$ cat src/rtl/acrf_pkg.sv
// shared constants and byte functions for the ascii crc response framer
package acrf_pkg;

  localparam int unsigned ByteW    = 8;
  localparam int unsigned CrcW     = 16;
  localparam int unsigned CfgAddrW = 2;

  localparam logic [CrcW-1:0] CrcInit = 16'hFFFF;
  localparam logic [CrcW-1:0] CrcPoly = 16'h1021;

  // configuration register indexes
  localparam logic [CfgAddrW-1:0] RegHeader  = 2'd0;
  localparam logic [CfgAddrW-1:0] RegStation = 2'd1;
  localparam logic [CfgAddrW-1:0] RegTrailer = 2'd2;

  // byte positions within the output sequence of one item
  localparam int unsigned NumSteps = 9;
  localparam int unsigned StepW    = 4;
  localparam logic [StepW-1:0] StepHeader  = 4'd0;
  localparam logic [StepW-1:0] StepStation = 4'd1;
  localparam logic [StepW-1:0] StepCmd     = 4'd2;
  localparam logic [StepW-1:0] StepPay     = 4'd3;
  localparam logic [StepW-1:0] StepDig3    = 4'd4;
  localparam logic [StepW-1:0] StepDig2    = 4'd5;
  localparam logic [StepW-1:0] StepDig1    = 4'd6;
  localparam logic [StepW-1:0] StepDig0    = 4'd7;
  localparam logic [StepW-1:0] StepTrailer = 4'd8;

  // crc-16/ccitt-false over one byte, msb first
  function automatic logic [CrcW-1:0] crc_feed(input logic [CrcW-1:0] crc,
                                               input logic [ByteW-1:0] b);
    logic [CrcW-1:0] c;
    c = crc ^ {b, 8'h00};
    for (int k = 0; k < ByteW; k++) begin
      if (c[CrcW-1]) begin
        c = {c[CrcW-2:0], 1'b0} ^ CrcPoly;
      end else begin
        c = {c[CrcW-2:0], 1'b0};
      end
    end
    return c;
  endfunction

  // uppercase ascii hex digit
  function automatic logic [ByteW-1:0] hex_char(input logic [3:0] n);
    logic [ByteW-1:0] r;
    if (n <= 4'd9) begin
      r = 8'h30 + {4'h0, n};
    end else begin
      r = 8'h41 + {4'h0, n - 4'hA};
    end
    return r;
  endfunction

endpackage

$ cat src/rtl/ascii_crc_response_framer.sv
// top level of the ascii crc response framer
//
// Builds reply frames one byte per output transfer. Input channel in_valid_i /
// in_ready_o carries one item (command code, payload byte, has_payload,
// frame_last). The first item of a frame sends header, station id and command,
// then its payload byte if present; later items send only their payload byte.
// The closing item adds four uppercase hex digits of the crc-16/ccitt-false
// over all bytes sent in the frame, then the trailer byte (frame_done_o set).
// run_last_o marks the final byte caused by each item.
// Configuration: cfg_we_i writes header (0), station id (1), trailer (2);
// other indexes are ignored. Write only while the block is idle.
// Flow: the first byte of an accepted item is loaded from the item register
// into the output register once that register is free. An item occupies the
// item register until it has emitted its last byte, so middle items with a
// payload go at one per cycle while the receiver does not stall; this is set
// by the single output byte lane. The next item is taken at the edge where the
// current one emits its last byte into the output register.
// Reset clears the frame state, the crc to 0xFFFF, the configuration registers
// to zero and drops both valid flags. When the receiver stalls, the output register holds
// its byte and the item register stops advancing.
module ascii_crc_response_framer
  import acrf_pkg::*;
(
  input  logic                clk_i,
  input  logic                rst_ni,
  input  logic                cfg_we_i,
  input  logic [CfgAddrW-1:0] cfg_addr_i,
  input  logic [ByteW-1:0]    cfg_wdata_i,
  input  logic                in_valid_i,
  output logic                in_ready_o,
  input  logic [ByteW-1:0]    command_code_i,
  input  logic [ByteW-1:0]    payload_byte_i,
  input  logic                has_payload_i,
  input  logic                frame_last_i,
  output logic                out_valid_o,
  input  logic                out_ready_i,
  output logic [ByteW-1:0]    out_byte_o,
  output logic                frame_done_o,
  output logic                run_last_o
);

  logic [ByteW-1:0] header_q, station_q, trailer_q;

  logic             item_valid_q;
  logic [ByteW-1:0] item_cmd_q, item_pay_q;
  logic             item_has_pay_q, item_last_q;
  logic [StepW-1:0] step_q, step_d;

  logic            inside_q, inside_d;
  logic [CrcW-1:0] crc_q, crc_d;

  logic             out_valid_q;
  logic [ByteW-1:0] out_byte_q, out_byte_d;
  logic             frame_done_q, run_last_q;

  logic [NumSteps-1:0] active, pending;
  logic                pend_found, rest_any;
  logic [StepW-1:0]    sel_idx;
  logic                out_free, emit_en, finish, in_xfer;

  always_comb begin
    active = '0;
    active[StepHeader]  = !inside_q;
    active[StepStation] = !inside_q;
    active[StepCmd]     = !inside_q;
    active[StepPay]     = item_has_pay_q;
    active[StepDig3]    = item_last_q;
    active[StepDig2]    = item_last_q;
    active[StepDig1]    = item_last_q;
    active[StepDig0]    = item_last_q;
    active[StepTrailer] = item_last_q;
    for (int i = 0; i < NumSteps; i++) begin
      pending[i] = active[i] && (StepW'(i) >= step_q);
    end
  end

  // pick the lowest pending step and see whether any remain after it
  always_comb begin
    pend_found = 1'b0;
    rest_any   = 1'b0;
    sel_idx    = '0;
    for (int i = 0; i < NumSteps; i++) begin
      if (pending[i]) begin
        if (pend_found) begin
          rest_any = 1'b1;
        end else begin
          pend_found = 1'b1;
          sel_idx    = StepW'(i);
        end
      end
    end
  end

  always_comb begin
    unique case (sel_idx)
      StepHeader:  out_byte_d = header_q;
      StepStation: out_byte_d = station_q;
      StepCmd:     out_byte_d = item_cmd_q;
      StepPay:     out_byte_d = item_pay_q;
      StepDig3:    out_byte_d = hex_char(crc_q[15:12]);
      StepDig2:    out_byte_d = hex_char(crc_q[11:8]);
      StepDig1:    out_byte_d = hex_char(crc_q[7:4]);
      StepDig0:    out_byte_d = hex_char(crc_q[3:0]);
      StepTrailer: out_byte_d = trailer_q;
      default:     out_byte_d = '0;
    endcase
  end

  assign out_free   = !out_valid_q || out_ready_i;
  assign emit_en    = item_valid_q && pend_found && out_free;
  // an item with nothing left to send retires without touching the output
  assign finish     = item_valid_q && (!pend_found || (emit_en && !rest_any));
  assign in_ready_o = !item_valid_q || finish;
  assign in_xfer    = in_valid_i && in_ready_o;

  always_comb begin
    crc_d    = crc_q;
    inside_d = inside_q;
    step_d   = step_q;
    if (emit_en) begin
      step_d = sel_idx + StepW'(1);
      if (sel_idx <= StepPay) begin
        crc_d = crc_feed(crc_q, out_byte_d);
      end
    end
    if (finish) begin
      step_d   = '0;
      inside_d = !item_last_q;
      if (item_last_q) begin
        crc_d = CrcInit;
      end
    end
  end

  always_ff @(posedge clk_i or negedge rst_ni) begin
    if (!rst_ni) begin
      header_q     <= '0;
      station_q    <= '0;
      trailer_q    <= '0;
      item_valid_q <= 1'b0;
      step_q       <= '0;
      inside_q     <= 1'b0;
      crc_q        <= CrcInit;
      out_valid_q  <= 1'b0;
    end else begin
      if (cfg_we_i) begin
        unique case (cfg_addr_i)
          RegHeader:  header_q  <= cfg_wdata_i;
          RegStation: station_q <= cfg_wdata_i;
          RegTrailer: trailer_q <= cfg_wdata_i;
          default:    ;
        endcase
      end
      step_q   <= step_d;
      inside_q <= inside_d;
      crc_q    <= crc_d;
      if (in_xfer) begin
        item_valid_q <= 1'b1;
      end else if (finish) begin
        item_valid_q <= 1'b0;
      end
      if (emit_en) begin
        out_valid_q <= 1'b1;
      end else if (out_ready_i) begin
        out_valid_q <= 1'b0;
      end
    end
  end

  // item payload and output byte registers, not reset
  always_ff @(posedge clk_i) begin
    if (in_xfer) begin
      item_cmd_q     <= command_code_i;
      item_pay_q     <= payload_byte_i;
      item_has_pay_q <= has_payload_i;
      item_last_q    <= frame_last_i;
    end
    if (emit_en) begin
      out_byte_q   <= out_byte_d;
      frame_done_q <= (sel_idx == StepTrailer);
      run_last_q   <= !rest_any;
    end
  end

  assign out_valid_o  = out_valid_q;
  assign out_byte_o   = out_byte_q;
  assign frame_done_o = frame_done_q;
  assign run_last_o   = run_last_q;

endmodule

$ cat config.mk
export PLATFORM = sky130hd
export DESIGN_NAME = ascii_crc_response_framer
export DESIGN_NICKNAME = d
export VERILOG_FILES = /design/src/rtl/acrf_pkg.sv /design/src/rtl/ascii_crc_response_framer.sv
export SDC_FILE = /design/constraint.sdc
export NUM_CORES = 1
export LEC_CHECK = 0
export BUFFER_PORTS_ARGS = -buffer_cell sky130_fd_sc_hd__clkbuf_2
export CAP_MARGIN = 15
export CORE_MARGIN = 2
export CORE_UTILIZATION = 50
export CTS_CLUSTER_SIZE = 12
export DETAILED_ROUTE_END_ITERATION = 7
export PLACE_DENSITY = 0.68
export SKIP_CTS_REPAIR_TIMING = 1
export SYNTH_ARGS = -nofsm -noshare
export SYNTH_HDL_FRONTEND = slang
export SYNTH_SLANG_ARGS = --single-unit
$ cat constraint.sdc
create_clock -name clk_i -period 8.05 [get_ports clk_i]
set_input_delay 0.4025 -clock clk_i [delete_from_list [all_inputs] [get_ports clk_i]]
set_output_delay 0.4025 -clock clk_i [all_outputs]
set_load 0.01 [all_outputs]
==> impl_metrics.py, run 1 <==
metrics = {
    "grt": {
        "grt_overflow": 0,
        "grt_max_degree": 48,
        "grt_pass1_wl_um": 16200,
        "antenna_found_initial": 0,
        "grt_pass1_vias": 3032,
        "grt_usage_pct": 21.9,
    },
    "synth": {
        "synth.area.top_cells": "edfxtp_1 (19%), dfrtp_1 (18%), dfstp_2 (9.7%), mux2_2 (6.2%), ha_1 (5.8%)",
        "synth_area_sq_um": 4330,
        "ys_ff_latch": 75,
        "synth_nets": 431,
        "synth_most_common_cell": "dfrtp_1",
        "syn-instance-count": 378,
        "synth-edff-count": 28,
        "synth_top_area_share_pct": 19.4,
        "synth_cell_types": 62,
        "ys_seq_area_share_pct": 47.0,
        "synth_ff_type": "dfrtp_1",
        "yosys_warnings": 0,
        "postSynthAreaPerCell_sq_um": 11.5,
        "yosysTopAreaCell": "edfxtp_1",
        "ys_top_cells_by_count": "dfrtp_1 (31), nand2_1 (29), edfxtp_1 (28)",
        "async_flop_share_pct": 62.7,
    },
    "run_status": {
        "outcome": "finished clean",
    },
    "drt": {
        "vias": 3162,
        "viasPerCell": 5.94,
        "wl_per_cell_um": 18.8,
        "drtAntennaViolNets": 0,
        "drt-total-wl_um": 9990,
        "route.detailed.drc": 0,
        "first_iter_violations": 234,
        "first_pass_iters": 5,
    },
    "setup_path": {
        "reg2reg_from": "step_q[1]",
        "cp.arrival_ns": 4.23,
        "rrSetupSlack_ns": 4.07,
        "crit_family": "compound AO/OA/AOI/OAI gates",
        "worstPathCellList": "a21oi_1 -> o21ai_1 -> nand2_1 -> a21o_1 -> inv_1 -> ha_1 -> and4_1 -> a222oi_1 -> xnor2_1 -> xnor3_1 -> xor2_1 -> o211ai_2",
        "crit_path_top_delay_cell": "and4_1",
        "r2r_cells": 12,
        "path_depth": 12,
        "timing.rr.end": "crc_q[7]",
        "critPathMaxStageDelay_ns": 0.56,
        "end_kind": "flip-flop",
        "critPathMaxFanout": 15,
        "path_class": "reg2reg",
        "crit_required_ns": 8.31,
        "path_buf_inv": 1,
        "setup.worst_path.start_class": "flip-flop",
    },
    "floorplanning": {
        "dieArea_sq_um": 9420,
        "boundaryPins": 45,
        "core_area_sq_um": 8300,
        "initial_core_util_pct": 52.2,
        "fp.dieW_um": 97.1,
        "die_y_um": 97.1,
        "rows": 33,
    },
    "worst_hold_path": {
        "worstHoldPathType": "in2async",
    },
    "place": {
        "globalplace.congestion": 1.00,
        "dp_hpwl_um": 7430,
        "port_buffers": 44,
    },
    "cts": {
        "cts.htree.levels": 3,
        "cts.sinks": 75,
        "root_buffer": "clkbuf_8",
        "cts_buffer_depth": 2,
        "clk-insertion-delay-late_ns": 0.35,
        "tritoncts": "done",
        "path_clk_slew_ns": 0.08,
        "numCtsBuffers": 9,
    },
    "sta": {
        "fin_crit_sh_pct": 49.4,
        "max_slew_margin_pct": 35.4,
        "worst_pin_slew_ns": 0.966,
        "rsz0062_at_grt": "false",
        "setup-violations-final": 0,
        "final_max_slew_viol_count": 0,
        "finalHoldViolCount": 0,
        "max_freq_mhz": 252,
        "finalSetupTns_ns": 0,
        "min_period_ns": 3.98,
        "skew_ns": 0.00940,
    },
    "layout": {
        "nFillCells": 730,
        "fin_nets": 475,
        "n_antenna_cell": 0,
        "area_growth_pct": 11.9,
        "drive_gt1_share_pct": 27.6,
    },
    "flow_run": {
        "maxCapViolCount": 0,
    },
}
worst reg2reg max path: stages (launching register included):
cell and delay, ns:
dfrtp_1 0.47, a21oi_1 0.12, o21ai_1 0.33, nand2_1 0.10
a21o_1 0.22, inv_1 0.09, ha_1 0.54, and4_1 0.57
a222oi_1 0.27, xnor2_1 0.47, xnor3_1 0.37, xor2_1 0.20
o211ai_2 0.15
how the worst max path moves through the flow:
stage          endpoint  slack (ns)      start
2_1_floorplan  crc_q[7]        4.98  step_q[1]
3_3_place_gp   crc_q[7]        4.21  step_q[1]
3_5_place_dp   crc_q[7]        4.13  step_q[1]
4_1_cts        crc_q[7]        4.11  step_q[1]
5_1_grt        crc_q[7]        3.80  step_q[1]
6_report       crc_q[7]        4.07  step_q[1]
metrics by stage:
step	utilization, %	hold WS [ns]	cells	setup slack (ns)	cell area (sq um)
floorplan	-	0.107	378	4.98	4330
global placement	55.8	0.490	516	4.21	4630
detailed placement	55.8	0.499	516	4.13	4630
CTS	58.4	0.161	532	4.11	4850
global route	58.4	0.196	532	3.80	4850
finish	58.4	0.140	532	4.07	4850
area by class of cell:
cell class / count / area (sq um) / share of cell area, %
flip-flops and latches: 75 / 2040 / 42.0
multi-input cells: 265 / 2130 / 44.0
inverters: 25 / 93.8 / 1.94
clock buffers: 10 / 128 / 2.63
repair buffers: 46 / 235 / 4.85
well taps: 105 / 131 / 2.71
clock inverters: 6 / 88.8 / 1.83
registers in the layout (all words and copies together), names as in the netlist:
name	flops
crc_q	16
header_q	8
item_cmd_q	8
item_pay_q	8
out_byte_o	8
station_q	8
trailer_q	8
step_q	4
frame_done_o	1
inside_q	1
item_has_pay_q	1
item_last_q	1
item_valid_q	1
out_valid_o	1
run_last_o	1
cells in the final DEF, fill, tap and decap left out, drive strengths merged, types with 9 or more instances in the layout:
cell type,Yosys,routed
o21ai,16,16
dfrtp,31,31
clkbuf,9,54
xnor2,18,18
dfstp,16,16
inv,25,26
mux2,24,24
a21oi,16,16
a22oi,9,9
ha,20,20
nor2,11,11
a21boi,9,9
o211ai,11,11
nand2,30,30
edfxtp,28,28
cells by family after synthesis:
| group | count (synthesis) | synth area share [%] |
|---|---|---|
| AOI/OAI and AO/OA | 105 | 18.6 |
| and+or+nand+nor | 90 | 11.3 |
| DFF | 75 | 47.0 |
| buffers and inverters | 38 | 3.70 |
| xor gates and xnor gates | 25 | 7.11 |
| muxes | 25 | 6.47 |
| adders and majority gates | 20 | 5.78 |
routing by layer:
| metal | GRT usage (%) | vias up | share of wire, % |
|---|---|---|---|
| met2 | 33.3 | 118 | 46 |
| met1 | 31.4 | 1525 | 45 |
| met4 | 9.43 | 0 | 2.7 |
| met5 | 0 | - | 0 |
| li1 | - | 1498 | - |
| met3 | 3.53 | 21 | 5.9 |
Power of run 1 is left out: the tool's default activity adds up to more than one toggle a clock period on the data nets, which glitch-free logic cannot reach.
==> inputs of run 2 (changes only) <==
PLACE_DENSITY = 0.71   (was 0.68)
clock period = 3.6 ns   (was 8.05 ns; I/O delays follow)
==> impl_metrics.py, run 2 (synthesis gave the netlist of run 1 again) <==
metrics = {
    "cts": {
        "path_clk_slew_ns": 0.09,
        "tritoncts": "done",
        "cts.sinks": 75,
        "root_buffer": "clkbuf_8",
        "cts_buffer_depth": 2,
        "numCtsBuffers": 9,
        "clk-insertion-delay-late_ns": 0.35,
        "cts.htree.levels": 3,
    },
    "power": {
        "intPower_mw": 3.38,
        "p_sw_share_pct": 43.4,
        "p_leak_nw": 2.25,
        "p_sw_mw": 2.59,
        "seqPwrFrac_pct": 26.7,
        "pwr-share-comb_pct": 63.4,
        "ir_drop_mv": 0.604,
        "power_density_nw_per_um2": 1170,
        "p_clk_share_pct": 9.9,
    },
    "grt": {
        "grt_overflow": 0,
        "grt_pass1_wl_um": 16800,
        "grt_usage_pct": 22.6,
        "antenna_found_initial": 0,
        "grt_pass1_vias": 3145,
        "grt_max_degree": 48,
    },
    "floorplanning": {
        "rows": 33,
        "initial_core_util_pct": 52.2,
        "boundaryPins": 45,
        "dieArea_sq_um": 9420,
        "fp.dieW_um": 97.1,
        "die_y_um": 97.1,
        "core_area_sq_um": 8300,
    },
    "setup_path": {
        "crit_path_top_delay_cell": "or4_4",
        "setup.worst_path.start_class": "flip-flop",
        "cp.arrival_ns": 3.63,
        "critPathMaxFanout": 8,
        "crit_path_start": "step_q[0]",
        "reg2reg_from": "step_q[0]",
        "path_class": "reg2reg",
        "critPathMaxStageDelay_ns": 0.55,
        "end_kind": "flip-flop",
        "path_buf_inv": 0,
        "worstPathCellList": "a21oi_1 -> o21ai_2 -> nand2_1 -> a21o_1 -> ha_1 -> a21boi_1 -> or4_4 -> a221oi_4 -> xnor3_1 -> xnor2_1 -> o211ai_1",
        "crit_family": "compound AO/OA/AOI/OAI gates",
        "crit_required_ns": 3.86,
    },
    "sta": {
        "max_slew_margin_pct": 36.3,
        "setup-violations-final": 0,
        "whs_ns": 0.0109,
        "max_freq_mhz": 297,
        "fin_crit_sh_pct": 93.7,
        "final_max_slew_viol_count": 0,
        "skew_ns": 0.0109,
        "worst_pin_slew_ns": 0.953,
        "finalHoldViolCount": 0,
        "min_period_ns": 3.37,
    },
    "drt": {
        "wl_per_cell_um": 18.3,
        "drt-total-wl_um": 10300,
        "drtAntennaViolNets": 0,
        "first_iter_violations": 367,
        "first_pass_iters": 5,
        "route.detailed.drc": 0,
        "vias": 3373,
        "viasPerCell": 6.00,
    },
    "layout": {
        "nFillCells": 649,
        "drive_gt1_share_pct": 29.8,
        "final_cell_mix": "clkbuf_2 (44), dfrtp_1 (31), nand2_1 (29)",
        "final_common_cell": "clkbuf_2",
        "n_antenna_cell": 0,
        "stdcell_count": 562,
        "seqCellArea_sq_um": 2040,
        "top_register": "crc_q",
        "multi_input_area_sq_um": 2160,
        "area_growth_pct": 18.1,
        "fin_nets": 505,
        "final_util_pct": 61.6,
        "largest_register_ff_count": 16,
    },
    "worst_hold_path": {
        "worstHoldPathType": "in2reg",
        "min_from": "payload_byte_i[7]",
    },
    "place": {
        "globalplace.congestion": 0.988,
        "port_buffers": 44,
        "dp_hpwl_um": 7600,
        "dp_cells": 528,
    },
    "run_status": {
        "outcome": "finished clean",
    },
    "flow_run": {
        "maxCapViolCount": 0,
    },
}
[run 2: path summary, 6_finish.rpt]
kind / to / slack [ns] / cells past startpoint
worst max-delay path: crc_q[14] / 0.23 / 11
worst min-delay path: item_pay_q[7] / 0.01 / 1
worst max register to register: crc_q[14] / 0.23 / 11
worst min register to register: station_q[0] / 0.51 / 1
max in group asynchronous: station_q[0] / 2.72 / 3
min in group asynchronous: station_q[6] / 0.46 / 3
[run 2: worst register-to-register path: stages, from the launching register on]
cell and delay, ns:
dfrtp_1 0.42, a21oi_1 0.13, o21ai_2 0.24, nand2_1 0.09, a21o_1 0.22, ha_1 0.34, a21boi_1 0.21, or4_4 0.55
a221oi_4 0.32, xnor3_1 0.43, xnor2_1 0.15, o211ai_1 0.17
[run 2: per-layer routing]
layer	share of wire (%)	up-vias	track usage (%)
met1	45	1653	33.0
li1	-	1552	-
met3	6.6	11	4.32
met5	0	-	0
met2	47	157	34.6
met4	1.5	0	6.61
[run 2: power by group through the flow]
| stage | combinational [mW] | clock, mW | sequential [mW] |
|---|---|---|---|
| after CTS | 3.67 | 0.603 | 1.58 |
| after floorplan | 2.79 | 0 | 1.50 |
| after detailed placement | 3.66 | 0 | 1.60 |
| after global placement | 3.59 | 0 | 1.59 |
| final | 3.79 | 0.590 | 1.59 |
| after global routing | 4.12 | 0.643 | 1.63 |
[run 2: metrics by stage]
step | power [mW] | worst slack [ns] | TNS [ns] | area [sq um]
6_report | 5.97 | 0.227 | 0 | 5110
2_1_floorplan | 4.29 | 0.533 | 0 | 4330
3_3_place_gp | 5.18 | 0.213 | 0 | 4730
4_1_cts | 5.86 | 0.0759 | 0 | 4910
5_1_grt | 6.39 | -0.00279 | -0.00279 | 5110
3_5_place_dp | 5.26 | 0.102 | 0 | 4730
[run 2: final cells by class]
class,instances,share of cell area [%]
clock buffers,9,2.42
repair buffers,76,10.1
well taps,105,2.57
clock inverters,7,1.03
inverters,25,1.83
multi-input cells,265,42.2
flip-flops and latches,75,39.8
Note: power is estimated with default switching activity, not from simulation.
==> inputs of run 3 (changes only) <==
==> constraint.sdc (replaced) <==
create_clock -name clk_i -period 3.6 [get_ports clk_i]
set_input_delay 0.72 -clock clk_i [delete_from_list [all_inputs] [get_ports clk_i]]
set_output_delay 0.72 -clock clk_i [all_outputs]
set_load 0.01 [all_outputs]
==> impl_metrics.py, run 3 (synthesis gave the netlist of run 1 again) <==
metrics = {
    "run_status": {
        "outcome": "finished clean",
    },
    "grt": {
        "grt_pass1_wl_um": 16800,
        "grt_usage_pct": 22.8,
        "grt_pass1_vias": 3229,
        "grt_overflow": 0,
        "grt_max_degree": 33,
        "antenna_found_initial": 0,
    },
    "sta": {
        "worst_pin_slew_ns": 0.838,
        "final_max_slew_viol_count": 0,
        "finalHoldViolCount": 0,
        "min_period_ns": 3.41,
        "skew_ns": 0.00577,
        "setup-violations-final": 0,
        "fin_crit_sh_pct": 94.8,
        "finalSetupTns_ns": 0,
        "rsz0062_at_grt": "false",
        "max_slew_margin_pct": 44.1,
        "max_freq_mhz": 293,
    },
    "drt": {
        "wl_per_cell_um": 18.9,
        "viasPerCell": 5.92,
        "first_iter_violations": 269,
        "vias": 3249,
        "drt-total-wl_um": 10400,
        "drtAntennaViolNets": 0,
        "first_pass_iters": 5,
        "route.detailed.drc": 0,
    },
    "layout": {
        "drive_gt1_share_pct": 31.5,
        "final_common_cell": "clkbuf_2",
        "largest_register_ff_count": 16,
        "area_growth_pct": 15.8,
        "fin_nets": 492,
        "n_antenna_cell": 0,
        "final_cell_mix": "clkbuf_2 (44), dfrtp_1 (31), nand2_1 (29)",
        "top_register": "crc_q",
        "nFillCells": 692,
    },
    "setup_path": {
        "crit_end": "crc_q[7]",
        "reg2reg_from": "step_q[0]",
        "crit_path_start": "step_q[0]",
        "worstPathCellList": "a21oi_1 -> o21ai_2 -> nand2_1 -> a21o_1 -> ha_1 -> a21boi_1 -> or4_4 -> a221oi_4 -> xnor3_1 -> xor2_1 -> o211ai_2",
        "rrSetupSlack_ns": 0.19,
        "crit_required_ns": 3.88,
        "timing.rr.end": "crc_q[7]",
        "critPathMaxStageDelay_ns": 0.55,
        "cp.arrival_ns": 3.69,
        "path_class": "reg2reg",
        "setup.worst_path.start_class": "flip-flop",
        "critPathMaxFanout": 8,
        "end_kind": "flip-flop",
        "crit_path_top_delay_cell": "or4_4",
        "r2r_cells": 11,
    },
    "floorplanning": {
        "boundaryPins": 45,
        "dieArea_sq_um": 9420,
        "fp.dieW_um": 97.1,
        "rows": 33,
        "core_area_sq_um": 8300,
        "die_y_um": 97.1,
        "initial_core_util_pct": 52.2,
    },
    "cts": {
        "numCtsBuffers": 9,
        "tritoncts": "done",
        "cts.sinks": 75,
        "root_buffer": "clkbuf_8",
        "cts_buffer_depth": 2,
        "cts.htree.levels": 3,
        "clk-insertion-delay-late_ns": 0.35,
        "path_clk_slew_ns": 0.08,
    },
    "place": {
        "globalplace.congestion": 0.991,
        "port_buffers": 44,
        "dp_hpwl_um": 7830,
    },
    "worst_hold_path": {
        "worstHoldPathType": "in2async",
    },
    "flow_run": {
        "maxCapViolCount": 0,
    },
}
run 3: changes by cell type in the layout (fill, tap and decap cells not counted), moves of 2 or more:
cell,previous run,this run
bufinv_16,0,2
buf_4,14,18
dlygate4sd3_1,17,0
clkinvlp_4,3,1
ha_2,1,3
ha_1,19,17
run 3: cell type report:
| class | instances | area, sq um | area share (%) |
|---|---|---|---|
| Clock buffer | 11 | 141 | 2.82 |
| Clock inverter | 5 | 85.1 | 1.70 |
| Inverter | 25 | 93.8 | 1.87 |
| Multi-Input combinational cell | 265 | 2150 | 42.9 |
| Sequential cell | 75 | 2040 | 40.6 |
| Tap cell | 105 | 131 | 2.62 |
| Timing Repair Buffer | 63 | 375 | 7.48 |
run 3: critical path, delay by kind of cell, from the launching register on:
| kind | cells | cell delay (ns) |
|---|---|---|
| simple gates | 2 | 0.63 |
| fa+ha+maj | 1 | 0.35 |
| flops | 1 | 0.44 |
| xor+xnor | 2 | 0.62 |
| compound gates | 6 | 1.29 |
run 3: metal layers:
| metal | wire [um] | track usage, % | share of wire [%] |
|---|---|---|---|
| met4 | 197 | 7.48 | 1.9 |
| met2 | 4860 | 36.3 | 47 |
| met3 | 578 | 4.32 | 5.6 |
| met1 | 4760 | 31.7 | 46 |
| met5 | 0 | 0 | 0 |
run 3: worst min-delay path by stage:
stage / from / to / slack [ns] / depth (start not counted)
5_1_grt: rst_ni / station_q[6] / 0.50 / 1
3_3_place_gp: station_q[0] / station_q[0] / 0.49 / 1
3_5_place_dp: station_q[1] / station_q[1] / 0.49 / 1
4_1_cts: rst_ni / station_q[6] / 0.48 / 1
2_1_floorplan: rst_ni / header_q[0] / 0.42 / 0
6_report: rst_ni / station_q[6] / 0.46 / 1
run 3: stage by stage:
step	hold slack (ns)	setup WS, ns	instances	instance area [sq um]	util, %
final	0.460	0.188	549	5020	60.5
after global routing	0.504	0.00194	549	5020	60.5
after CTS	0.476	0.0630	549	5000	60.2
after detailed placement	0.494	0.0732	533	4770	57.5
after global placement	0.489	0.196	533	4770	57.5
after floorplan	0.424	0.533	378	4330	-
Power of run 3 is left out for the same reason.
